### src/design/pswt_pkg.sv
`default_nettype none

package pswt_pkg;

  // Field widths of one job and of one result.
  localparam int unsigned BURST_W = 16;
  localparam int unsigned PRIO_W = 8;
  localparam int unsigned ORDER_W = 5;
  localparam int unsigned WAIT_W = 21;
  localparam int unsigned AVG_W = 29;
  localparam int unsigned FRAC_W = 8;

  // Default size of the job store.
  localparam int unsigned MAX_JOBS_DEF = 32;

  // Default divider widths for the default store size.
  localparam int unsigned DIVD_W_DEF = BURST_W + 2 * $clog2(MAX_JOBS_DEF) + FRAC_W;
  localparam int unsigned DIVS_W_DEF = $clog2(MAX_JOBS_DEF + 1);

  // One stored job.
  typedef struct packed {
    logic [BURST_W-1:0] burst;
    logic [PRIO_W-1:0]  prio;
  } job_t;

  // Datapath operations, one per cycle.
  typedef enum logic [3:0] {
    OP_NONE,
    OP_LOAD,
    OP_RD_A,
    OP_LD_A,
    OP_SCAN,
    OP_WR_A,
    OP_WR_B,
    OP_EM_RD,
    OP_EM_OUT,
    OP_DIV_GO,
    OP_FINISH
  } dp_op_e;

  // Controller states.
  typedef enum logic [3:0] {
    ST_IDLE,
    ST_START,
    ST_RD_A,
    ST_LD_A,
    ST_SCAN,
    ST_WR_A,
    ST_WR_B,
    ST_EM_RD,
    ST_EM_OUT,
    ST_DIV_GO,
    ST_DIV_WAIT,
    ST_FINISH
  } state_e;

  // Command from the controller to the datapath.
  typedef struct packed {
    dp_op_e op;
  } cmd_t;

  // Status from the datapath to the controller.
  typedef struct packed {
    logic closing;
    logic one_job;
    logic scan_done;
    logic sort_done;
    logic em_last;
    logic div_done;
  } stat_t;

endpackage

`default_nettype wire

### src/design/pswt_divider.sv
`default_nettype none

module pswt_divider #(
  parameter int unsigned DIVD_W = pswt_pkg::DIVD_W_DEF,
  parameter int unsigned DIVS_W = pswt_pkg::DIVS_W_DEF
) (
  input  wire logic                   clk_i,
  input  wire logic                   rst_ni,
  input  wire logic                   start_i,
  input  wire logic [DIVS_W-1:0]      divisor_i,
  input  wire logic [1:0][DIVD_W-1:0] dividend_i,
  output logic      [1:0][DIVD_W-1:0] quotient_o,
  output logic                        done_o
);
  import pswt_pkg::*;

  localparam int unsigned STEP_W = $clog2(DIVD_W + 1);

  logic [STEP_W-1:0]        step_q, step_d;
  logic [DIVS_W-1:0]        divisor_q;
  logic [1:0][DIVS_W-1:0]   rem_q, rem_d;
  logic [1:0][DIVD_W-1:0]   quo_q, quo_d;
  logic [1:0][DIVS_W:0]     trial;
  logic [1:0][DIVS_W:0]     diff;

  // One restoring step per cycle in each of the two lanes, which share the divisor.
  always_comb begin
    for (int l = 0; l < 2; l++) begin
      trial[l] = {rem_q[l], quo_q[l][DIVD_W-1]};
      diff[l]  = trial[l] - {1'b0, divisor_q};
      if (trial[l] >= {1'b0, divisor_q}) begin
        rem_d[l] = diff[l][DIVS_W-1:0];
        quo_d[l] = {quo_q[l][DIVD_W-2:0], 1'b1};
      end else begin
        rem_d[l] = trial[l][DIVS_W-1:0];
        quo_d[l] = {quo_q[l][DIVD_W-2:0], 1'b0};
      end
    end
  end

  // Step counter: loaded on start, counts down to zero.
  always_comb begin
    step_d = step_q;
    if (start_i) begin
      step_d = STEP_W'(DIVD_W);
    end else if (step_q != '0) begin
      step_d = step_q - STEP_W'(1);
    end
  end

  always_ff @(posedge clk_i or negedge rst_ni) begin
    if (!rst_ni) begin
      step_q <= '0;
    end else begin
      step_q <= step_d;
    end
  end

  // Remainder and quotient registers.
  always_ff @(posedge clk_i) begin
    if (start_i) begin
      divisor_q <= divisor_i;
      rem_q     <= '0;
      quo_q     <= dividend_i;
    end else if (step_q != '0) begin
      rem_q <= rem_d;
      quo_q <= quo_d;
    end
  end

  assign quotient_o = quo_q;
  assign done_o     = (step_q == '0);

endmodule

`default_nettype wire

### src/design/pswt_datapath.sv
`default_nettype none

module pswt_datapath #(
  parameter int unsigned MAX_JOBS = pswt_pkg::MAX_JOBS_DEF
) (
  input  wire logic                         clk_i,
  input  wire logic                         rst_ni,
  input  wire pswt_pkg::cmd_t               cmd_i,
  output pswt_pkg::stat_t                   stat_o,
  input  wire logic [pswt_pkg::BURST_W-1:0] burst_time_i,
  input  wire logic [pswt_pkg::PRIO_W-1:0]  job_priority_i,
  input  wire logic                         last_job_i,
  output logic                              result_valid_o,
  output logic      [pswt_pkg::ORDER_W-1:0] order_index_o,
  output logic      [pswt_pkg::BURST_W-1:0] burst_out_o,
  output logic      [pswt_pkg::PRIO_W-1:0]  priority_out_o,
  output logic      [pswt_pkg::WAIT_W-1:0]  waiting_time_o,
  output logic      [pswt_pkg::WAIT_W-1:0]  turnaround_time_o,
  output logic      [pswt_pkg::AVG_W-1:0]   avg_waiting_q8_o,
  output logic      [pswt_pkg::AVG_W-1:0]   avg_turnaround_q8_o,
  output logic                              last_result_o
);
  import pswt_pkg::*;

  localparam int unsigned IDX_W     = (MAX_JOBS > 1) ? $clog2(MAX_JOBS) : 1;
  localparam int unsigned CNT_W     = $clog2(MAX_JOBS + 1);
  localparam int unsigned ELAPSED_W = BURST_W + $clog2(MAX_JOBS);
  localparam int unsigned SUM_W     = BURST_W + 2 * $clog2(MAX_JOBS);
  localparam int unsigned DIVD_W    = SUM_W + FRAC_W;

  // Job store.
  job_t job_mem [MAX_JOBS];

  logic                 we;
  logic [IDX_W-1:0]     waddr;
  job_t                 wdata;
  logic                 re;
  logic [CNT_W-1:0]     raddr_full;

  logic [CNT_W-1:0]     count_q, count_d;
  logic [CNT_W-1:0]     cnt_m1;
  logic [CNT_W-1:0]     a_q, a_d;
  logic [CNT_W-1:0]     b_q, b_d;
  logic [CNT_W-1:0]     k_q, k_d;
  job_t                 rd_q;
  logic [CNT_W-1:0]     rd_idx_q;
  job_t                 best_q, best_d;
  logic [CNT_W-1:0]     best_idx_q, best_idx_d;
  job_t                 cur_q, cur_d;
  logic [ELAPSED_W-1:0] elapsed_q, elapsed_d;
  logic [ELAPSED_W-1:0] tat;
  logic [SUM_W-1:0]     wsum_q, wsum_d;
  logic [SUM_W-1:0]     tsum_q, tsum_d;

  logic                 valid_q, valid_d;
  logic [ORDER_W-1:0]   order_q, order_d;
  job_t                 out_job_q, out_job_d;
  logic [WAIT_W-1:0]    wait_q, wait_d;
  logic [WAIT_W-1:0]    tat_q, tat_d;
  logic [AVG_W-1:0]     avg_w_q, avg_w_d;
  logic [AVG_W-1:0]     avg_t_q, avg_t_d;
  logic                 last_q, last_d;

  logic                   div_start;
  logic [1:0][DIVD_W-1:0] dividend;
  logic [1:0][DIVD_W-1:0] quotient;
  logic                   div_done;

  assign cnt_m1 = count_q - CNT_W'(1);
  assign tat    = elapsed_q + ELAPSED_W'(rd_q.burst);

  // Status towards the controller.
  always_comb begin
    stat_o.closing   = last_job_i || (count_q == CNT_W'(MAX_JOBS - 1));
    stat_o.one_job   = (count_q == CNT_W'(1));
    stat_o.scan_done = (rd_idx_q == cnt_m1);
    stat_o.sort_done = ((a_q + CNT_W'(1)) == cnt_m1);
    stat_o.em_last   = (k_q == cnt_m1);
    stat_o.div_done  = div_done;
  end

  // Next-state logic for every operation.
  always_comb begin
    count_d    = count_q;
    a_d        = a_q;
    b_d        = b_q;
    k_d        = k_q;
    best_d     = best_q;
    best_idx_d = best_idx_q;
    cur_d      = cur_q;
    elapsed_d  = elapsed_q;
    wsum_d     = wsum_q;
    tsum_d     = tsum_q;
    valid_d    = 1'b0;
    order_d    = order_q;
    out_job_d  = out_job_q;
    wait_d     = wait_q;
    tat_d      = tat_q;
    avg_w_d    = avg_w_q;
    avg_t_d    = avg_t_q;
    last_d     = last_q;
    we         = 1'b0;
    waddr      = a_q[IDX_W-1:0];
    wdata      = best_q;
    re         = 1'b0;
    raddr_full = a_q;
    div_start  = 1'b0;
    case (cmd_i.op)
      OP_LOAD: begin
        we          = 1'b1;
        waddr       = count_q[IDX_W-1:0];
        wdata.burst = burst_time_i;
        wdata.prio  = job_priority_i;
        count_d     = count_q + CNT_W'(1);
        a_d         = '0;
        k_d         = '0;
        elapsed_d   = '0;
        wsum_d      = '0;
        tsum_d      = '0;
      end
      OP_RD_A: begin
        re         = 1'b1;
        raddr_full = a_q;
      end
      OP_LD_A: begin
        cur_d      = rd_q;
        best_d     = rd_q;
        best_idx_d = rd_idx_q;
        re         = 1'b1;
        raddr_full = a_q + CNT_W'(1);
        b_d        = a_q + CNT_W'(2);
      end
      OP_SCAN: begin
        // Strict less-than keeps the first smallest priority.
        if (rd_q.prio < best_q.prio) begin
          best_d     = rd_q;
          best_idx_d = rd_idx_q;
        end
        if (!stat_o.scan_done) begin
          re         = 1'b1;
          raddr_full = b_q;
          b_d        = b_q + CNT_W'(1);
        end
      end
      OP_WR_A: begin
        we    = 1'b1;
        waddr = a_q[IDX_W-1:0];
        wdata = best_q;
      end
      OP_WR_B: begin
        we    = 1'b1;
        waddr = best_idx_q[IDX_W-1:0];
        wdata = cur_q;
        a_d   = a_q + CNT_W'(1);
      end
      OP_EM_RD: begin
        re         = 1'b1;
        raddr_full = k_q;
      end
      OP_EM_OUT: begin
        order_d   = ORDER_W'(k_q);
        out_job_d = rd_q;
        wait_d    = WAIT_W'(elapsed_q);
        tat_d     = WAIT_W'(tat);
        avg_w_d   = '0;
        avg_t_d   = '0;
        last_d    = 1'b0;
        valid_d   = !stat_o.em_last;
        wsum_d    = wsum_q + SUM_W'(elapsed_q);
        tsum_d    = tsum_q + SUM_W'(tat);
        elapsed_d = tat;
        k_d       = k_q + CNT_W'(1);
      end
      OP_DIV_GO: begin
        div_start = 1'b1;
      end
      OP_FINISH: begin
        avg_w_d = AVG_W'(quotient[0]);
        avg_t_d = AVG_W'(quotient[1]);
        last_d  = 1'b1;
        valid_d = 1'b1;
        count_d = '0;
      end
      default: ;
    endcase
  end

  // Store write and registered read.
  always_ff @(posedge clk_i) begin
    if (we) begin
      job_mem[waddr] <= wdata;
    end
    if (re) begin
      rd_q     <= job_mem[raddr_full[IDX_W-1:0]];
      rd_idx_q <= raddr_full;
    end
  end

  // Control registers.
  always_ff @(posedge clk_i or negedge rst_ni) begin
    if (!rst_ni) begin
      count_q <= '0;
      valid_q <= 1'b0;
    end else begin
      count_q <= count_d;
      valid_q <= valid_d;
    end
  end

  // Working and result registers.
  always_ff @(posedge clk_i) begin
    a_q        <= a_d;
    b_q        <= b_d;
    k_q        <= k_d;
    best_q     <= best_d;
    best_idx_q <= best_idx_d;
    cur_q      <= cur_d;
    elapsed_q  <= elapsed_d;
    wsum_q     <= wsum_d;
    tsum_q     <= tsum_d;
    order_q    <= order_d;
    out_job_q  <= out_job_d;
    wait_q     <= wait_d;
    tat_q      <= tat_d;
    avg_w_q    <= avg_w_d;
    avg_t_q    <= avg_t_d;
    last_q     <= last_d;
  end

  // Averages: both sums scaled by the fraction bits, divided by the job count.
  assign dividend[0] = {wsum_q, {FRAC_W{1'b0}}};
  assign dividend[1] = {tsum_q, {FRAC_W{1'b0}}};

  pswt_divider #(
    .DIVD_W(DIVD_W),
    .DIVS_W(CNT_W)
  ) u_divider (
    .clk_i      (clk_i),
    .rst_ni     (rst_ni),
    .start_i    (div_start),
    .divisor_i  (count_q),
    .dividend_i (dividend),
    .quotient_o (quotient),
    .done_o     (div_done)
  );

  assign result_valid_o      = valid_q;
  assign order_index_o       = order_q;
  assign burst_out_o         = out_job_q.burst;
  assign priority_out_o      = out_job_q.prio;
  assign waiting_time_o      = wait_q;
  assign turnaround_time_o   = tat_q;
  assign avg_waiting_q8_o    = avg_w_q;
  assign avg_turnaround_q8_o = avg_t_q;
  assign last_result_o       = last_q;

endmodule

`default_nettype wire

### src/design/pswt_controller.sv
`default_nettype none

module pswt_controller (
  input  wire logic            clk_i,
  input  wire logic            rst_ni,
  input  wire logic            start_i,
  input  wire pswt_pkg::stat_t stat_i,
  output pswt_pkg::cmd_t       cmd_o,
  output logic                 busy_o
);
  import pswt_pkg::*;

  state_e state_q, state_d;

  // State register.
  always_ff @(posedge clk_i or negedge rst_ni) begin
    if (!rst_ni) begin
      state_q <= ST_IDLE;
    end else begin
      state_q <= state_d;
    end
  end

  // Next state and datapath command.
  always_comb begin
    state_d    = state_q;
    cmd_o.op   = OP_NONE;
    case (state_q)
      ST_IDLE: begin
        if (start_i) begin
          cmd_o.op = OP_LOAD;
          if (stat_i.closing) begin
            state_d = ST_START;
          end
        end
      end
      ST_START: begin
        // A single job needs no ordering.
        state_d = stat_i.one_job ? ST_EM_RD : ST_RD_A;
      end
      ST_RD_A: begin
        cmd_o.op = OP_RD_A;
        state_d  = ST_LD_A;
      end
      ST_LD_A: begin
        cmd_o.op = OP_LD_A;
        state_d  = ST_SCAN;
      end
      ST_SCAN: begin
        cmd_o.op = OP_SCAN;
        if (stat_i.scan_done) begin
          state_d = ST_WR_A;
        end
      end
      ST_WR_A: begin
        cmd_o.op = OP_WR_A;
        state_d  = ST_WR_B;
      end
      ST_WR_B: begin
        cmd_o.op = OP_WR_B;
        state_d  = stat_i.sort_done ? ST_EM_RD : ST_RD_A;
      end
      ST_EM_RD: begin
        cmd_o.op = OP_EM_RD;
        state_d  = ST_EM_OUT;
      end
      ST_EM_OUT: begin
        cmd_o.op = OP_EM_OUT;
        state_d  = stat_i.em_last ? ST_DIV_GO : ST_EM_RD;
      end
      ST_DIV_GO: begin
        cmd_o.op = OP_DIV_GO;
        state_d  = ST_DIV_WAIT;
      end
      ST_DIV_WAIT: begin
        if (stat_i.div_done) begin
          state_d = ST_FINISH;
        end
      end
      ST_FINISH: begin
        cmd_o.op = OP_FINISH;
        state_d  = ST_IDLE;
      end
      default: begin
        state_d = ST_IDLE;
      end
    endcase
  end

  assign busy_o = (state_q != ST_IDLE);

endmodule

`default_nettype wire

### src/design/priority_schedule_wait_times_unit.sv
`default_nettype none

// Each job transaction is taken while idle; the set closes on last_job or when the store is full.
// Ordering a set of n jobs is a selection sort, at most one store read per cycle.
// Results then follow, each after its own store read; the last one waits for the averages
// divider, one quotient bit per cycle. Results cannot be stalled.
// Reset clears the controller, the divider step counter, the job count and the result strobe;
// the job store is left undefined and gets no clearing pass.
module priority_schedule_wait_times_unit #(
  parameter int unsigned MAX_JOBS = pswt_pkg::MAX_JOBS_DEF
) (
  input  wire logic                         clk_i,
  input  wire logic                         rst_ni,
  input  wire logic                         start,
  output logic                              busy,
  input  wire logic [pswt_pkg::BURST_W-1:0] burst_time_i,
  input  wire logic [pswt_pkg::PRIO_W-1:0]  job_priority_i,
  input  wire logic                         last_job_i,
  output logic                              result_valid_o,
  output logic      [pswt_pkg::ORDER_W-1:0] order_index_o,
  output logic      [pswt_pkg::BURST_W-1:0] burst_out_o,
  output logic      [pswt_pkg::PRIO_W-1:0]  priority_out_o,
  output logic      [pswt_pkg::WAIT_W-1:0]  waiting_time_o,
  output logic      [pswt_pkg::WAIT_W-1:0]  turnaround_time_o,
  output logic      [pswt_pkg::AVG_W-1:0]   avg_waiting_q8_o,
  output logic      [pswt_pkg::AVG_W-1:0]   avg_turnaround_q8_o,
  output logic                              last_result_o
);
  import pswt_pkg::*;

  cmd_t  cmd;
  stat_t stat;

  // Sequencer.
  pswt_controller u_controller (
    .clk_i   (clk_i),
    .rst_ni  (rst_ni),
    .start_i (start),
    .stat_i  (stat),
    .cmd_o   (cmd),
    .busy_o  (busy)
  );

  // Store, sort registers, accumulators and result registers.
  pswt_datapath #(
    .MAX_JOBS(MAX_JOBS)
  ) u_datapath (
    .clk_i               (clk_i),
    .rst_ni              (rst_ni),
    .cmd_i               (cmd),
    .stat_o              (stat),
    .burst_time_i        (burst_time_i),
    .job_priority_i      (job_priority_i),
    .last_job_i          (last_job_i),
    .result_valid_o      (result_valid_o),
    .order_index_o       (order_index_o),
    .burst_out_o         (burst_out_o),
    .priority_out_o      (priority_out_o),
    .waiting_time_o      (waiting_time_o),
    .turnaround_time_o   (turnaround_time_o),
    .avg_waiting_q8_o    (avg_waiting_q8_o),
    .avg_turnaround_q8_o (avg_turnaround_q8_o),
    .last_result_o       (last_result_o)
  );

`ifndef NO_ASSERTIONS
  // Results are never shown in two consecutive cycles.
  a_strobe_gap: assert property (@(posedge clk_i) disable iff (!rst_ni)
    result_valid_o |=> !result_valid_o)
    else $error("two results in consecutive cycles");

  // Averages appear only on the final result of a set.
  a_avg_last_only: assert property (@(posedge clk_i) disable iff (!rst_ni)
    (result_valid_o && !last_result_o) |->
      (avg_waiting_q8_o == '0 && avg_turnaround_q8_o == '0))
    else $error("averages on a result that is not the last");

  // Turnaround is the waiting time plus the job's own burst.
  a_tat_sum: assert property (@(posedge clk_i) disable iff (!rst_ni)
    result_valid_o |->
      (turnaround_time_o == WAIT_W'(waiting_time_o + WAIT_W'(burst_out_o))))
    else $error("turnaround does not match waiting time plus burst");

  // The final result leaves the block ready for a new set.
  a_idle_after_last: assert property (@(posedge clk_i) disable iff (!rst_ni)
    (result_valid_o && last_result_o) |-> !busy)
    else $error("block still busy on the final result");
`endif

endmodule

`default_nettype wire

### config.mk
export PLATFORM = sky130hd
export DESIGN_NAME = priority_schedule_wait_times_unit
export DESIGN_NICKNAME = d
export VERILOG_FILES = /design/src/design/pswt_pkg.sv /design/src/design/pswt_divider.sv /design/src/design/pswt_datapath.sv /design/src/design/pswt_controller.sv /design/src/design/priority_schedule_wait_times_unit.sv
export SDC_FILE = /design/constraint.sdc
export NUM_CORES = 2
export LEC_CHECK = 0
export ABC_CLOCK_PERIOD_IN_PS = 4950
export BUFFER_PORTS_ARGS = -buffer_cell sky130_fd_sc_hd__buf_2
export CAP_MARGIN = 20
export CELL_PAD_IN_SITES_DETAIL_PLACEMENT = 0
export CELL_PAD_IN_SITES_GLOBAL_PLACEMENT = 1
export CORE_AREA = 4 4 309 311
export DETAILED_ROUTE_END_ITERATION = 12
export DIE_AREA = 0 0 313 315
export GPL_ROUTABILITY_DRIVEN = 0
export HOLD_SLACK_MARGIN = 0.05
export PLACE_DENSITY = 0.81
export SYNTH_ARGS = -nofsm -noshare
export SYNTH_HDL_FRONTEND = slang
export SYNTH_HIERARCHICAL = 1
export SYNTH_SLANG_ARGS = --single-unit
### constraint.sdc
create_clock -name clk_i -period 4.95 [get_ports clk_i]
set_clock_uncertainty 0.1 [all_clocks]
set_input_delay 0 -clock clk_i [delete_from_list [all_inputs] [get_ports clk_i]]
set_output_delay 0 -clock clk_i [all_outputs]
set_load 0.005 [all_outputs]
After elaboration in Yosys (flattened, before gate mapping):

Memories as Yosys holds them, arrays and structs flattened. A register that Yosys moved wholly into a read port is not among the register bits.
Cells that the tools add are included.

* output and inout port bits: 132
* bits in registers: 383
* memories kept: 1
* RAM bits: 768

Memory list
* u_datapath.job_mem: depth 32, width 24, read ports 1, clocked after Yosys merged registers in 1, wr ports 1, RTL line pswt_datapath.sv:32 `job_t job_mem [MAX_JOBS];`

* magnitude comparators: 3
* add/sub/neg operators: 12
* mux-type cells: 44
* reductions and logical operators: 17
* eq/ne operators: 32

Operators with widths (count)
* $mux W68: 2
* $pmux W29 S2: 2
* $pmux W26 S2: 2
* $pmux W24 S2: 2
* $add A26 B21 Y26: 2
* $pmux W6 S2: 4
* $pmux W4 S11: 1
* $pmux W21 S2: 1
* $pmux W4 S10: 1
* $mux W6: 6
* $eq A4 B3 Y1 const B: 8
* $eq A4 B4 Y1 const B: 7
* $add A6 B1 Y6 const B: 4
* $mux W24: 1
* $add A21 B16 Y21: 1
* $mux W4: 5
* $pmux W5 S2: 2
* $eq A6 B6 Y1: 3
* $pmux W6 S3: 1
* $eq A4 B2 Y1 const B: 4
* $ge A7 B6 Y1: 2
* $reduce_bool A2 Y1: 6
* $sub A6 B1 Y6 const B: 2
* $sub A6 B6 Y6: 2
* 20 further kinds: 37

Depth between registers and ports, before layout:

* depth after elaboration: 7
* depth in mapped cells: 22
* depth with buffers taken out: 22

Hierarchy:

The synthesis kept the hierarchy.

By module, submodules not included
* pswt_datapath: cells each 2514, instances 1, area each 44063.5 um^2
* pswt_divider: cells each 318, instances 1, area each 4454.3 um^2
* pswt_controller: cells each 46, instances 1, area each 365.4 um^2

Least setup slack after synthesis:

No wires, ideal clock.

* kind: register -> register
* from: register u_controller.state_q[3]
* to: register u_datapath.best_idx_q[0] (enable)
* data required time: 4.391 ns
* cell stages (with the launch flop): 9
* data arrival time: 3.937 ns
* path buffers: 3
* path slack: 0.454 ns
* cell sequence: dfrtp_1 > clkbuf_1 > nor2b_1 > a21boi_1 > clkbuf_1 > nand2b_1 > nand2b_1 > clkbuf_1 > o31ai_1

RTL lines
* start, declared: RTL line pswt_controller.sv:13 `state_e state_q, state_d;`
* start signal, assigned: RTL line pswt_controller.sv:20 `state_q <= state_d;`
* end signal, assigned: RTL line pswt_datapath.sv:216 `best_idx_q <= best_idx_d;`
* end, declared: RTL line pswt_datapath.sv:48 `logic [CNT_W-1:0] best_idx_q, best_idx_d;`

Final worst setup path:

* from: register, netlist name u_datapath/rd_q[9]
* to: register u_datapath.tsum_q[18] (data pin)

* word-level cells in the longest chain between the ends: 3

RTL lines
* $add A21 B16 Y21: RTL line pswt_datapath.sv:70 `assign tat = elapsed_q + ELAPSED_W'(rd_q.burst);`
* named net u_datapath.tat[15]: RTL line pswt_datapath.sv:51 `logic [ELAPSED_W-1:0] tat;`
* $add A26 B21 Y26: RTL line pswt_datapath.sv:170 `tsum_d = tsum_q + SUM_W'(tat);`
* $pmux W26 S2: RTL line pswt_datapath.sv:108 `case (cmd_i.op)`
* end signal, assigned: RTL line pswt_datapath.sv:220 `tsum_q <= tsum_d;`
* end, declared: RTL line pswt_datapath.sv:53 `logic [SUM_W-1:0] tsum_q, tsum_d;`

The timed path passes the listed nets, and every way through them passes these cells.
A chain may end at the register's enable or synchronous reset.

==> flow_metrics.env <==
export IMPL_slew_headroom=0.257
export IMPL_route_detailed_drc=0
export IMPL_drv_slew=0
export IMPL_worst_hold_path_num_cells=4
export IMPL_drt_initial_drc_count=2879
export IMPL_capture_endpoint_of_the_worst_hold_path="u_datapath/job_mem[4][10]$_DFFE_PP_"
export IMPL_ctsHtreeMaxLevel=3
export IMPL_max_cap_violations=0
export IMPL_routed_via_count_divided_by_cell_count=5.97
export IMPL_synth_area_leader_cell="edfxtp_1"
export IMPL_antenna_found_initial=3
export IMPL_finalCriticalPeriod_ns=4.63
export IMPL_class_of_the_most_critical_hold_timing_path="primary input to register"
export IMPL_setup_worst_path_start_class="register"
export IMPL_start_util=0.527
export IMPL_yosys_register_bits=1175
export IMPL_timing_fmax_mhz=216
export IMPL_drive_gt1_frac=0.243
export IMPL_overall_global_routing_resource_usage=0.230
export IMPL_path_class="register to register"
export IMPL_synth_enable_flop_cells=1146
export IMPL_seq_area_um2=35100
export IMPL_synth_common_cells="edfxtp_1 (1146), nor2_1 (160), nand2_1 (157), mux4_2 (144), mux2_2 (115)"
export IMPL_max_slew_worst_pin_slew_ns=1.11
export IMPL_worst_endpoint_required_ns=5.25
export IMPL_critical_path_peak_fanout=5
export IMPL_grt_first_pass_wirelength_um=170000
export IMPL_hold_slack_ns=0.308
export IMPL_fp_coreArea_um2=92800
export IMPL_endpoint_kind="register"
export IMPL_area_delta_synth_final_pct=15.2
export IMPL_synth_cell_area_um2=48900
export IMPL_synth_warnings=6
export IMPL_final_min_period_over_clock_period=0.935
export IMPL_post_cts_buffers=0
export IMPL_stdcell_count=4532
export IMPL_routed_wire_length_per_instance_um=25.2
export IMPL_min_delay_start="burst_time_i[2]"
export IMPL_pin_count_of_the_biggest_net_entering_global_routing=96
export IMPL_synthDistinctLibCells=89
export IMPL_synth_top_area_frac=0.704
export IMPL_ys_dominant_reg_cell="edfxtp_1"
export IMPL_cts_tree="done"
export IMPL_yosys_cell_count_top_type="edfxtp_1"
export IMPL_clock_root_buffer="clkbuf_16"
export IMPL_setup_violations=0
export IMPL_drtAntennaViolNets=0
export IMPL_overflow=0
export IMPL_num_nets_final=3305
export IMPL_timing_rr_start="u_datapath/rd_q[9]$_DFFE_PP_"
export IMPL_r2r_setup_slack_ns=0.32
export IMPL_report_final_hold_viol_count=0
export IMPL_firstDrtPassIters=6
export IMPL_path_clk_slew_ns=0.06
export IMPL_die_y_um=315
export IMPL_synth_top_cells_by_area="edfxtp_1 (70%), mux4_2 (6.6%), mux2_2 (2.6%)"
export IMPL_fraction_of_the_yosys_area_taken_by_sequential_cells=0.718
export IMPL_synth_async_reset_ratio=0.0145
export IMPL_detailedPlacementHpwl_um=73200
export IMPL_netlist_instances=2878
export IMPL_r2r_end="u_datapath/tsum_q[18]$_SDFFCE_PN0P_"
export IMPL_setup_ws_ns=0.323
export IMPL_post_synth_cell_area_avg_um2=17.0
export IMPL_fp_dieArea_um2=98600
export IMPL_postRouteWirelength_um=114000
export IMPL_multiInputGateArea_um2=13200
export IMPL_clock_insertion_delay_worst_skew_ns=0.69
export IMPL_tritoncts_num_sinks=1175
export IMPL_cts_buffers_inserted=113
export IMPL_io_buffers=159
export IMPL_outcome="finished, final reports clean"
export IMPL_final_fill_count=6637
export IMPL_num_rows=112
export IMPL_first_global_vias=26800
export IMPL_cp_data_arrival_time_ns=4.93
export IMPL_timing_reg2reg_worst_path_depth=19
export IMPL_vias=27000
export IMPL_floorplan_io_pins=160
export IMPL_post_place_cells=4291
export IMPL_dp_worst_setup_slack_ns=0.279
export IMPL_clockBufferDepth=3
export IMPL_fp_dieW_um=313
## area by class of cell
cell class                      instances  area share
Multi-Input combinational cell       1529       0.235
Tap cell                             1254      0.0279
Sequential cell                      1175       0.623
Timing Repair Buffer                  315      0.0438
Clock inverter                         64      0.0134
Clock buffer                          142      0.0534
Antenna cell                            2   0.0000889
Inverter                               51     0.00344
## how the worst max path moves through the flow
stage / start / endpoint / slack, ns
after floorplan: u_controller/state_q[3]$_DFFE_PN0P_ / u_datapath/best_idx_q[0]$_DFFE_PP_ / 0.45
after global placement: u_datapath/elapsed_q[0]$_SDFFCE_PN0P_ / u_datapath/tsum_q[18]$_SDFFCE_PN0P_ / 0.32
after detailed placement: u_datapath/rd_q[8]$_DFFE_PP_ / u_datapath/tsum_q[18]$_SDFFCE_PN0P_ / 0.28
after CTS: u_datapath/rd_q[8]$_DFFE_PP_ / u_datapath/tsum_q[18]$_SDFFCE_PN0P_ / 0.27
after global routing: u_datapath/rd_q[9]$_DFFE_PP_ / u_datapath/tsum_q[25]$_SDFFCE_PN0P_ / -0.01
final: u_datapath/rd_q[9]$_DFFE_PP_ / u_datapath/tsum_q[18]$_SDFFCE_PN0P_ / 0.32
## through the flow
step / instance area, µm² / utilization / setup TNS, ns
after floorplan: 48900 / - / 0
after global placement: 52000 / 0.561 / 0
after detailed placement: 52000 / 0.561 / 0
after CTS: 55900 / 0.602 / 0
after global routing: 56300 / 0.607 / -0.0106
final: 56300 / 0.607 / 0
## critical path, cell delays in order (launching register included)
cell and delay, ns:
edfxtp_1 0.48, ha_1 0.33, a21o_1 0.11, a21oi_1 0.08, nor2b_1 0.12, o21a_1 0.14
o41ai_1 0.07, buf_4 0.16, o211a_1 0.22, o31ai_1 0.49, a21oi_1 0.17, xnor2_1 0.43
ha_1 0.38, and2_1 0.16, o21ai_0 0.19, o21ai_0 0.15, o21ai_0 0.20, nand2b_1 0.11
xnor2_1 0.18, nor2_1 0.05
## metal layers
metal | track usage | part of all wire | vias up
li1 | - | - | 11900
met1 | 0.313 | 0.40 | 13800
met2 | 0.378 | 0.49 | 1137
met3 | 0.0429 | 0.078 | 191
met4 | 0.0794 | 0.032 | 2
met5 | 0 | 0.000070 | -
## repair_timing
action,CTS,global route
hold buffers,12,10
endpoints found under the setup margin,0,6
hold endpoints to repair,274,230
resized for setup,0,5
## registers in the layout, summed over array words and instances, names as in the netlist, 21 cells and up
name	cells
u_datapath/wsum_q	26
u_datapath/cur_q	24
u_datapath/u_divider/quotient_o	68
u_datapath/turnaround_time_o	21
u_datapath/waiting_time_o	21
u_datapath/avg_turnaround_q8_o	29
u_datapath/rd_q	24
u_datapath/job_mem	768
u_datapath/avg_waiting_q8_o	29
u_datapath/elapsed_q	21
u_datapath/best_q	24
u_datapath/tsum_q	26
## placed cells by master (no fill, tap or decap), types with 26 or more instances in the layout
cell type  netlist  final
edfxtp_1      1146   1146
buf_2           31    159
nand2_1        157    155
mux4_2         144    144
nor2_1         160    123
mux2_2         115    115
clkbuf_16        0    114
buf_4           10    105
a22oi_1         99     99
o21ai_0         96     88
ha_1            87     87
and3_1          66     66
a21oi_1         65     62
xnor2_1         55     55
mux2i_1         54     54
xor2_1          49     49
inv_1           49     48
nor2_2           0     35
and2_1          32     32
nand4_1         31     31
a21o_1          31     31
nand3_1         27     27
nor3_1          27     26
## cell families after synthesis
| logic type | share of synthesized area |
|---|---|
| flops | 0.718 |
| simple gates | 0.0597 |
| compound gates | 0.0570 |
| mux | 0.104 |
| buf+inv | 0.0179 |
| xor+xnor | 0.0196 |
| fa+ha+maj | 0.0243 |
| other cells | 0.0000767 |
Power is left out: the tool's default activity adds up to more than one toggle a clock period on the data nets, which glitch-free logic cannot reach.
